[src/rtl/core/lps_pkg.sv]
package lps_pkg;

    localparam int LPS_MAX_LEDS   = 16;
    localparam int LPS_MODE_W     = 3;
    localparam int LPS_COUNT_W    = 5;
    localparam int LPS_CFG_IDX_W  = 2;
    localparam int LPS_CFG_DATA_W = 5;
    localparam int LPS_LEDS_W     = 16;
    localparam int LPS_TICK_W     = 3;
    localparam int LPS_STEP_W     = 5;
    localparam int LPS_ELEM_W     = LPS_STEP_W - 1;

    // register indexes
    localparam logic [LPS_CFG_IDX_W-1:0] LPS_CFG_MODE  = 2'd0;
    localparam logic [LPS_CFG_IDX_W-1:0] LPS_CFG_COUNT = 2'd1;

    // pattern modes
    localparam logic [LPS_MODE_W-1:0] LPS_MODE_FILL   = 3'd0;
    localparam logic [LPS_MODE_W-1:0] LPS_MODE_RUNNER = 3'd1;
    localparam logic [LPS_MODE_W-1:0] LPS_MODE_ALT    = 3'd2;
    localparam logic [LPS_MODE_W-1:0] LPS_MODE_SOS    = 3'd3;
    localparam logic [LPS_MODE_W-1:0] LPS_MODE_BLINK  = 3'd4;

    localparam logic [LPS_MODE_W-1:0]  LPS_MODE_RST  = LPS_MODE_FILL;
    localparam logic [LPS_COUNT_W-1:0] LPS_COUNT_RST = 5'd16;

    // tick counts
    localparam logic [LPS_TICK_W-1:0] LPS_STEP_TICKS  = 3'd2;
    localparam logic [LPS_TICK_W-1:0] LPS_SLOW_TICKS  = 3'd5;
    localparam logic [LPS_TICK_W-1:0] LPS_DOT_TICKS   = 3'd3;
    localparam logic [LPS_TICK_W-1:0] LPS_DASH_TICKS  = 3'd7;
    localparam logic [LPS_TICK_W-1:0] LPS_ELEM_GAP    = 3'd1;
    localparam logic [LPS_TICK_W-1:0] LPS_CHAR_GAP    = 3'd2;
    localparam logic [LPS_TICK_W-1:0] LPS_WORD_GAP    = 3'd6;

    // morse element numbers: three dots, three dashes, three dots
    localparam logic [LPS_ELEM_W-1:0] LPS_ELEM_DASH_LO = 4'd3;
    localparam logic [LPS_ELEM_W-1:0] LPS_ELEM_DASH_HI = 4'd5;
    localparam logic [LPS_ELEM_W-1:0] LPS_ELEM_CHAR_A  = 4'd2;
    localparam logic [LPS_ELEM_W-1:0] LPS_ELEM_CHAR_B  = 4'd5;
    localparam logic [LPS_ELEM_W-1:0] LPS_ELEM_LAST    = 4'd8;
    localparam logic [LPS_STEP_W-1:0] LPS_STEP_MAX     = 5'd17;

    typedef enum logic [1:0] {
        PH_IDLE  = 2'd0,
        PH_ARM   = 2'd1,
        PH_RUN   = 2'd2,
        PH_DRAIN = 2'd3
    } t_phase;

    typedef struct packed {
        logic [LPS_MODE_W-1:0]  mode;
        logic [LPS_COUNT_W-1:0] count;
    } t_cfg;

    typedef struct packed {
        logic                  busy;
        logic [LPS_LEDS_W-1:0] leds;
    } t_result;

endpackage

[src/rtl/core/lps_cfg_regs.sv]
module lps_cfg_regs (
    input  logic                                i_clk,
    input  logic                                i_rst_n,
    input  logic                                i_cfg_valid,
    output logic                                o_cfg_ready,
    input  logic [lps_pkg::LPS_CFG_IDX_W-1:0]   i_cfg_index,
    input  logic [lps_pkg::LPS_CFG_DATA_W-1:0]  i_cfg_data,
    output lps_pkg::t_cfg                       o_cfg
);
    import lps_pkg::*;

    t_cfg r_cfg;
    t_cfg n_cfg;

    assign o_cfg_ready = 1'b1;
    assign o_cfg       = r_cfg;

    always_comb begin
        n_cfg = r_cfg;
        if (i_cfg_valid) begin
            unique case (i_cfg_index)
                LPS_CFG_MODE:  n_cfg.mode  = i_cfg_data[LPS_MODE_W-1:0];
                LPS_CFG_COUNT: n_cfg.count = i_cfg_data[LPS_COUNT_W-1:0];
                default: ;
            endcase
        end
    end

    always_ff @(posedge i_clk) begin
        if (!i_rst_n) begin
            r_cfg.mode  <= LPS_MODE_RST;
            r_cfg.count <= LPS_COUNT_RST;
        end else begin
            r_cfg <= n_cfg;
        end
    end

endmodule

[src/rtl/core/lps_core.sv]
module lps_core #(
    parameter int MAX_LEDS = lps_pkg::LPS_MAX_LEDS
) (
    input  logic              i_clk,
    input  logic              i_rst_n,
    input  logic              i_accept,
    input  logic              i_req_type,
    input  logic              i_cancel,
    input  lps_pkg::t_cfg     i_cfg,
    output lps_pkg::t_result  o_result
);
    import lps_pkg::*;

    localparam int PW  = (MAX_LEDS > 1) ? $clog2(MAX_LEDS) : 1;
    localparam int CW0 = $clog2(MAX_LEDS + 1);
    localparam int NW  = (CW0 > LPS_COUNT_W) ? CW0 : LPS_COUNT_W;

    t_phase                r_phase, n_phase;
    logic [MAX_LEDS-1:0]   r_bits, n_bits;
    logic [PW-1:0]         r_pos, n_pos;
    logic [LPS_TICK_W-1:0] r_tick, n_tick;
    logic [LPS_STEP_W-1:0] r_step, n_step;
    logic                  r_par, n_par;

    logic [NW-1:0]         cnt_raw, cnt;
    logic [MAX_LEDS-1:0]   mask, alt_mask, top_bit;
    logic [LPS_MODE_W-1:0] md;
    logic [LPS_TICK_W-1:0] tick_inc;
    logic [LPS_TICK_W-1:0] on_len, gap_len;
    logic [LPS_ELEM_W-1:0] elem;
    logic                  last_elem;
    logic                  start_go, run_go;
    logic [NW-1:0]         pos_inc;
    logic [PW-1:0]         pos_nx, pos_prev;

    function automatic logic [MAX_LEDS-1:0] f_bit(input logic [PW-1:0] idx);
        logic [MAX_LEDS-1:0] v;
        for (int i = 0; i < MAX_LEDS; i++) begin
            v[i] = (PW'(i) == idx);
        end
        return v;
    endfunction

    always_comb begin
        cnt_raw = NW'(i_cfg.count);
        cnt     = (cnt_raw > NW'(MAX_LEDS)) ? NW'(MAX_LEDS) : cnt_raw;
        md      = (i_cfg.mode > LPS_MODE_BLINK) ? LPS_MODE_BLINK : i_cfg.mode;
        for (int i = 0; i < MAX_LEDS; i++) begin
            mask[i]     = (NW'(i) < cnt);
            alt_mask[i] = ((i % 2) == 0);
        end
        top_bit   = f_bit(PW'(cnt - NW'(1)));
        tick_inc  = r_tick + LPS_TICK_W'(1);
        elem      = r_step[LPS_STEP_W-1:1];
        last_elem = (elem >= LPS_ELEM_LAST);
        on_len    = (elem >= LPS_ELEM_DASH_LO && elem <= LPS_ELEM_DASH_HI)
                    ? LPS_DASH_TICKS : LPS_DOT_TICKS;
        gap_len   = last_elem ? LPS_WORD_GAP
                  : ((elem == LPS_ELEM_CHAR_A || elem == LPS_ELEM_CHAR_B)
                     ? LPS_CHAR_GAP : LPS_ELEM_GAP);
        pos_inc   = NW'(r_pos) + NW'(1);
        pos_nx    = (pos_inc >= cnt) ? '0 : PW'(pos_inc);
        pos_prev  = (pos_nx == '0) ? PW'(cnt - NW'(1)) : pos_nx - PW'(1);
    end

    always_comb begin
        n_phase  = r_phase;
        n_bits   = r_bits;
        n_pos    = r_pos;
        n_tick   = r_tick;
        n_step   = r_step;
        n_par    = r_par;
        start_go = 1'b0;
        run_go   = 1'b0;

        unique case (r_phase)
            PH_IDLE: begin
                if (i_req_type) begin
                    if (i_cancel) n_phase = PH_ARM;
                    else          start_go = 1'b1;
                end
            end
            PH_ARM: begin
                if (!i_cancel) start_go = 1'b1;
            end
            PH_RUN: begin
                if (!i_req_type) run_go = 1'b1;
            end
            PH_DRAIN: begin
                if (!i_cancel) begin
                    n_bits  = '0;
                    n_phase = PH_IDLE;
                    n_pos   = '0;
                    n_tick  = '0;
                    n_step  = '0;
                    n_par   = 1'b0;
                end
            end
        endcase

        if (start_go) begin
            n_phase = PH_RUN;
            n_pos   = '0;
            n_tick  = '0;
            n_step  = '0;
            n_par   = 1'b0;
            if (cnt != '0) begin
                case (md)
                    LPS_MODE_FILL: n_bits = r_bits ^ MAX_LEDS'(1);
                    LPS_MODE_RUNNER: n_bits = ((r_bits | top_bit) ^ MAX_LEDS'(1)) ^ top_bit;
                    LPS_MODE_ALT: begin
                        n_bits = (r_bits ^ (alt_mask & mask)) ^ mask;
                        n_par  = 1'b1;
                    end
                    LPS_MODE_SOS: n_bits = r_bits | mask;
                    default:      n_bits = r_bits ^ mask;
                endcase
            end
        end

        if (run_go) begin
            if ((cnt == '0 || md != LPS_MODE_SOS) && i_cancel) begin
                n_phase = PH_DRAIN;
            end else if (cnt != '0) begin
                n_tick = tick_inc;
                if (md == LPS_MODE_SOS) begin
                    if (!r_step[0]) begin
                        // lit part of a dot or dash
                        if (tick_inc >= on_len) begin
                            if (i_cancel) begin
                                n_phase = PH_DRAIN;
                            end else begin
                                n_bits = r_bits & ~mask;
                                n_step = r_step + LPS_STEP_W'(1);
                                n_tick = '0;
                            end
                        end
                    end else if (tick_inc >= gap_len) begin
                        n_tick = '0;
                        if (last_elem && i_cancel) begin
                            n_phase = PH_DRAIN;
                        end else begin
                            n_step = last_elem ? '0 : r_step + LPS_STEP_W'(1);
                            n_bits = r_bits | mask;
                            if (i_cancel) n_phase = PH_DRAIN;
                        end
                    end
                end else if (md == LPS_MODE_FILL || md == LPS_MODE_RUNNER) begin
                    if (tick_inc >= LPS_STEP_TICKS) begin
                        n_tick = '0;
                        n_pos  = pos_nx;
                        if (md == LPS_MODE_RUNNER) n_bits = r_bits ^ f_bit(pos_nx) ^ f_bit(pos_prev);
                        else                       n_bits = r_bits ^ f_bit(pos_nx);
                    end
                end else if (tick_inc >= LPS_SLOW_TICKS) begin
                    n_tick = '0;
                    n_bits = r_bits ^ mask;
                    if (md == LPS_MODE_ALT) n_par = ~r_par;
                end
            end
        end
    end

    assign o_result.leds = LPS_LEDS_W'(n_bits);
    assign o_result.busy = (n_phase != PH_IDLE);

    always_ff @(posedge i_clk) begin
        if (!i_rst_n) begin
            r_phase <= PH_IDLE;
            r_bits  <= '0;
            r_pos   <= '0;
            r_tick  <= '0;
            r_step  <= '0;
            r_par   <= 1'b0;
        end else if (i_accept) begin
            r_phase <= n_phase;
            r_bits  <= n_bits;
            r_pos   <= n_pos;
            r_tick  <= n_tick;
            r_step  <= n_step;
            r_par   <= n_par;
        end
    end

    a_idle_dark: assert property (@(posedge i_clk) disable iff (!i_rst_n)
        (r_phase == PH_IDLE) |-> (r_bits == '0))
        else $error("leds lit while idle");

    a_step_range: assert property (@(posedge i_clk) disable iff (!i_rst_n)
        r_step <= LPS_STEP_MAX)
        else $error("morse step past end of word");

    a_hold_unaccepted: assert property (@(posedge i_clk) disable iff (!i_rst_n)
        !i_accept |=> $stable(r_bits) && $stable(r_phase))
        else $error("state moved without a request");

endmodule

[src/rtl/core/lps_skid.sv]
module lps_skid (
    input  logic              i_clk,
    input  logic              i_rst_n,
    input  logic              i_valid,
    output logic              o_ready,
    input  lps_pkg::t_result  i_data,
    output logic              o_valid,
    input  logic              i_ready,
    output lps_pkg::t_result  o_data
);
    import lps_pkg::*;

    logic    r_main_valid, n_main_valid;
    logic    r_skid_valid, n_skid_valid;
    t_result r_main_data, n_main_data;
    t_result r_skid_data, n_skid_data;
    logic    push, pop;

    assign o_ready = !r_skid_valid;
    assign o_valid = r_main_valid;
    assign o_data  = r_main_data;
    assign push    = i_valid && !r_skid_valid;
    assign pop     = r_main_valid && i_ready;

    always_comb begin
        n_main_valid = r_main_valid;
        n_skid_valid = r_skid_valid;
        n_main_data  = r_main_data;
        n_skid_data  = r_skid_data;
        if (r_skid_valid) begin
            if (pop) begin
                n_main_data  = r_skid_data;
                n_skid_valid = 1'b0;
            end
        end else if (push) begin
            if (!r_main_valid || pop) begin
                n_main_data  = i_data;
                n_main_valid = 1'b1;
            end else begin
                // receiver stalled: park the result aside
                n_skid_data  = i_data;
                n_skid_valid = 1'b1;
            end
        end else if (pop) begin
            n_main_valid = 1'b0;
        end
    end

    always_ff @(posedge i_clk) begin
        if (!i_rst_n) begin
            r_main_valid <= 1'b0;
            r_skid_valid <= 1'b0;
        end else begin
            r_main_valid <= n_main_valid;
            r_skid_valid <= n_skid_valid;
        end
    end

    always_ff @(posedge i_clk) begin
        r_main_data <= n_main_data;
        r_skid_data <= n_skid_data;
    end

    a_skid_behind_main: assert property (@(posedge i_clk) disable iff (!i_rst_n)
        r_skid_valid |-> r_main_valid)
        else $error("spare entry full with head empty");

    a_skid_drains: assert property (@(posedge i_clk) disable iff (!i_rst_n)
        (r_skid_valid && i_ready) |=> (!r_skid_valid && r_main_valid
            && (r_main_data == $past(r_skid_data))))
        else $error("spare entry lost or reordered");

endmodule

[src/rtl/core/led_pattern_sequencer.sv]
// led pattern sequencer
// requests come in on the s_axis channel: tuser bit 0 selects a 100 ms tick (0)
// or a start request (1), tdata bit 0 carries the cancel button level.
// every accepted request yields exactly one result on m_axis: the led drive
// bits and a busy flag that stays high while a pattern runs or waits for release.
// the mode and led count are written through the cfg channel; the user must write them only
// while idle, the block itself does not enforce it; cfg_ready is always high.
// the state update is a single pass of logic behind the state registers, so one
// request is taken every cycle while s_axis_tready is high; each result is
// registered in the output buffer before it is driven on m_axis.
// a two-entry output buffer keeps s_axis_tready registered: when the receiver
// stalls, one more request is taken into the spare entry and s_axis_tready then
// drops until the receiver takes a result.
// synchronous reset clears the pattern state to idle with all leds dark, empties
// the output buffer and restores mode 0 and a count of 16; there is no clearing pass.
module led_pattern_sequencer #(
    parameter int MAX_LEDS = lps_pkg::LPS_MAX_LEDS
) (
    input  logic                                i_clk,
    input  logic                                i_rst_n,
    input  logic                                s_axis_tvalid,
    output logic                                s_axis_tready,
    input  logic [7:0]                          s_axis_tdata,   // [0] cancel
    input  logic [0:0]                          s_axis_tuser,   // [0] req_type
    output logic                                m_axis_tvalid,
    input  logic                                m_axis_tready,
    output logic [23:0]                         m_axis_tdata,   // [15:0] leds, [16] busy_res
    input  logic                                i_cfg_valid,
    output logic                                o_cfg_ready,
    input  logic [lps_pkg::LPS_CFG_IDX_W-1:0]   i_cfg_index,
    input  logic [lps_pkg::LPS_CFG_DATA_W-1:0]  i_cfg_data
);
    import lps_pkg::*;

    t_cfg    cfg;
    t_result core_result;
    t_result out_result;
    logic    in_accept;

    assign in_accept = s_axis_tvalid && s_axis_tready;

    lps_cfg_regs u_cfg (
        .i_clk       (i_clk),
        .i_rst_n     (i_rst_n),
        .i_cfg_valid (i_cfg_valid),
        .o_cfg_ready (o_cfg_ready),
        .i_cfg_index (i_cfg_index),
        .i_cfg_data  (i_cfg_data),
        .o_cfg       (cfg)
    );

    lps_core #(
        .MAX_LEDS (MAX_LEDS)
    ) u_core (
        .i_clk      (i_clk),
        .i_rst_n    (i_rst_n),
        .i_accept   (in_accept),
        .i_req_type (s_axis_tuser[0]),
        .i_cancel   (s_axis_tdata[0]),
        .i_cfg      (cfg),
        .o_result   (core_result)
    );

    lps_skid u_out (
        .i_clk   (i_clk),
        .i_rst_n (i_rst_n),
        .i_valid (s_axis_tvalid),
        .o_ready (s_axis_tready),
        .i_data  (core_result),
        .o_valid (m_axis_tvalid),
        .i_ready (m_axis_tready),
        .o_data  (out_result)
    );

    assign m_axis_tdata = {7'd0, out_result.busy, out_result.leds};

endmodule

[config.mk]
export PLATFORM = sky130hd
export DESIGN_NAME = led_pattern_sequencer
export DESIGN_NICKNAME = d
export VERILOG_FILES = /design/src/rtl/core/lps_pkg.sv /design/src/rtl/core/lps_cfg_regs.sv /design/src/rtl/core/lps_core.sv /design/src/rtl/core/lps_skid.sv /design/src/rtl/core/led_pattern_sequencer.sv
export SDC_FILE = /design/constraint.sdc
export NUM_CORES = 1
export LEC_CHECK = 0
export BUFFER_PORTS_ARGS = -buffer_cell sky130_fd_sc_hd__buf_2
export CORE_ASPECT_RATIO = 2
export CORE_MARGIN = 2
export CORE_UTILIZATION = 62
export DETAILED_ROUTE_END_ITERATION = 8
export GPL_ROUTABILITY_DRIVEN = 0
export HOLD_SLACK_MARGIN = 0.03
export PLACE_DENSITY = 0.79
export SLEW_MARGIN = 20
export SYNTH_ARGS = -nofsm -noshare
export SYNTH_HDL_FRONTEND = slang
export SYNTH_HIERARCHICAL = 1
export SYNTH_SLANG_ARGS = --single-unit
export TNS_END_PERCENT = 5
[constraint.sdc]
create_clock -name i_clk -period 10.8 [get_ports i_clk]
set_input_delay 1.08 -clock i_clk [delete_from_list [all_inputs] [get_ports i_clk]]
set_output_delay 1.08 -clock i_clk [all_outputs]
set_load 0.005 [all_outputs]
==> results.yml <==
clock_tree:
  cts.sinks: 74
  cts_tree: "yes"
  post_cts_buffers: 0
  cts_resized: 0
  numCtsBuffers: 9
  cts_root_buf: "clkbuf_16"
  cts.htree.levels: 3
  ctsLongestPathBuffers: 2
  worst_skew_pair.late_latency_ps: 350
  clkSlewWorstSetupHoldPaths_ps: 70
  cts_hold_buffers: 0
power_and_ir_drop:
  powerDensity_nw_per_um2: 111
  leakagePower_nw: 3.00
  peakVddDrop_uv: 99.1
logic_synthesis:
  ys_types: 100
  synth_ff_type: "dfxtp_1"
  syn_inst: 911
  ys_top_cells_by_area: "edfxtp_1 (14%), dfxtp_1 (11%), ha_1 (10%), o21ai_0 (5.8%), nand2_1 (4.8%)"
  synth_top_area_cell: "edfxtp_1"
  async_flop_share_pct: 0
  synth_common_cells: "nand2_1 (93), o21ai_0 (84), nor2_1 (68), a21oi_1 (62), ha_1 (60)"
  synth_area_um2: 7210
  ys_seq_elements: 74
  avgSynthCellArea_um2: 7.92
  yosysSeqAreaShare_pct: 25.3
  synth_edf_count: 34
  synthMostInstantiatedCell: "nand2_1"
  synth_top_area_share_pct: 14.2
  yosys_warnings: 6
drt:
  dr.pass1.iters: 9
  drtIter0Drc: 1052
  drc: 6
  wl_per_cell_um: 23.1
  detail-route-antenna-nets: 0
  vias: 7635
  drt_wl_total_um: 24300
  vias_per_cell: 7.25
worst_setup_path:
  worst-path-max-fanout: 19
  worst-endpoint-arrival_ps: 6290
  path_class: "reg2reg"
  startpoint_type: "flip-flop"
  required_ps: 10890
  rrSetupSlack_ps: 4600
  endpoint_kind: "flip-flop"
grt:
  grtUsageTotal_pct: 40.4
  globalRouteOverflowTotal: 0
  grt_pass1_wl_um: 39000
  grt_start_max_net_pins: 48
  antenna_found_initial: 0
  grt_pass1_vias: 7426
sta:
  rsz0062_at_grt: "no"
  finalSetupTns_ps: 0
  fin_worst_skew_ps: 11.4
  slew_violations: 0
  fin_crit_sh_pct: 57.4
  hold_violations: 0
  period_needed_ps: 6200
  setup_viol_count_final: 0
  worst_pin_slew_ps: 1170
  max_slew_margin_pct: 21.3
  clock.fmax_mhz: 161
die:
  initial_utilization_pct: 63.5
  ios: 48
  die_width_um: 80.3
  core_um2: 11400
  rows: 55
  dieArea_um2: 12600
  die_height_um: 157
place:
  placed_area_um2: 7330
  io_buffer_count: 32
  hpwlAfterDp_um: 17100
run_status:
  outcome: "finished with violations"
  violations: "DRC"
finish:
  drive_gt1_share_pct: 12.7
  syn_to_final_growth_pct: 5.93
  insertedDiodeCount: 0
  fin_area_um2: 7640
  finalNetCount: 987
flow_run:
  maxCapViolCount: 0
worst_hold_path:
  hold_class: "reg2reg"
[cell type report]
class / instances / area [um2]
Clock buffer: 10 / 239
Clock inverter: 6 / 75.1
Fill cell: 960 / 3710
Inverter: 54 / 203
Multi-Input combinational cell: 724 / 4880
Sequential cell: 74 / 1820
Tap cell: 142 / 178
Timing Repair Buffer: 43 / 243
[layer usage]
layer / part of all wire, % / track usage, %
met2: 46 / 63.9
met3: 11 / 10.6
met5: 0 / 0
met4: 11 / 33.3
met1: 33 / 44.3
[power breakdown]
| group | switching (mW) | internal, mW | total (mW) |
|---|---|---|---|
| Combinational | 0.125 | 0.0735 | 0.198 |
| Sequential | 0.0153 | 0.316 | 0.331 |
| Clock | 0.132 | 0.188 | 0.320 |
| Total | 0.272 | 0.577 | 0.850 |
[critical path: stages (launching register included)]
cell and delay [ps]:
dfxtp_1 530, ha_1 400, xor2_1 800, ha_1 400
a21oi_1 170, o21ai_2 100, a31oi_2 760, nand2_1 230
ha_1 370, inv_1 220, o21ai_0 210, o32ai_2 300
nand3b_1 220, xnor2_1 180, a21oi_1 600, inv_1 150
mux2_2 300
[final timing paths]
kind                                                     start                   endpoint  cells after the start
worst max-delay path              u_core/r_pos[0]$_SDFFE_PN0P_  u_out/o_data[2]$_DFFE_PP_                     16
worst min-delay path            u_out/r_skid_data[7]$_DFFE_PP_  u_out/o_data[7]$_DFFE_PP_                      1
worst max register to register    u_core/r_pos[0]$_SDFFE_PN0P_  u_out/o_data[2]$_DFFE_PP_                     16
worst min register to register  u_out/r_skid_data[7]$_DFFE_PP_  u_out/o_data[7]$_DFFE_PP_                      1
[state kept, by name, indices dropped and copies added, names as in the netlist]
signal              flops
u_core/r_phase          2
u_out/o_data           17
u_core/r_tick           3
u_core/r_bits          16
u_core/r_step           5
u_out/o_valid           1
u_out/r_skid_data      17
u_cfg/o_cfg             8
u_out/r_skid_valid      1
u_core/r_pos            4
[placed cells by master, fill, tap and decap left out, drive strengths merged, types with 24 or more instances in the layout]
cell | synthesis | final
inv | 54 | 55
dfxtp | 40 | 40
nor2 | 70 | 70
nand3 | 24 | 24
a21oi | 64 | 64
ha | 60 | 60
o21ai | 92 | 92
buf | 37 | 43
xnor2 | 32 | 32
nand2 | 93 | 93
edfxtp | 34 | 34
[per-stage QoR]
stage               power (mW)  worst slack, ps  std cells  util [%]  hold WS [ps]
global placement         0.512             5070       1037      64.5           518
detailed placement       0.522             4890       1037      64.5           537
finish                   0.850             4600       1053      67.3           549
global route             0.881             4340       1053      67.3           563
CTS                      0.842             4840       1053      67.3           547
floorplan                0.469             6160        917         -           435
[kinds of logic (layout without fill, tap and decap cells)]
logic type,after synthesis,in the layout,synth area share [%]
xor+xnor,36,36,4.48
mux,30,30,4.49
compound gates,299,299,28.1
fa+ha+maj,60,60,10.4
buf+inv,119,113,7.42
simple gates,291,291,19.7
flops,74,74,25.3
other cells,2,8,0.104
(Power assumes the default switching activity.)
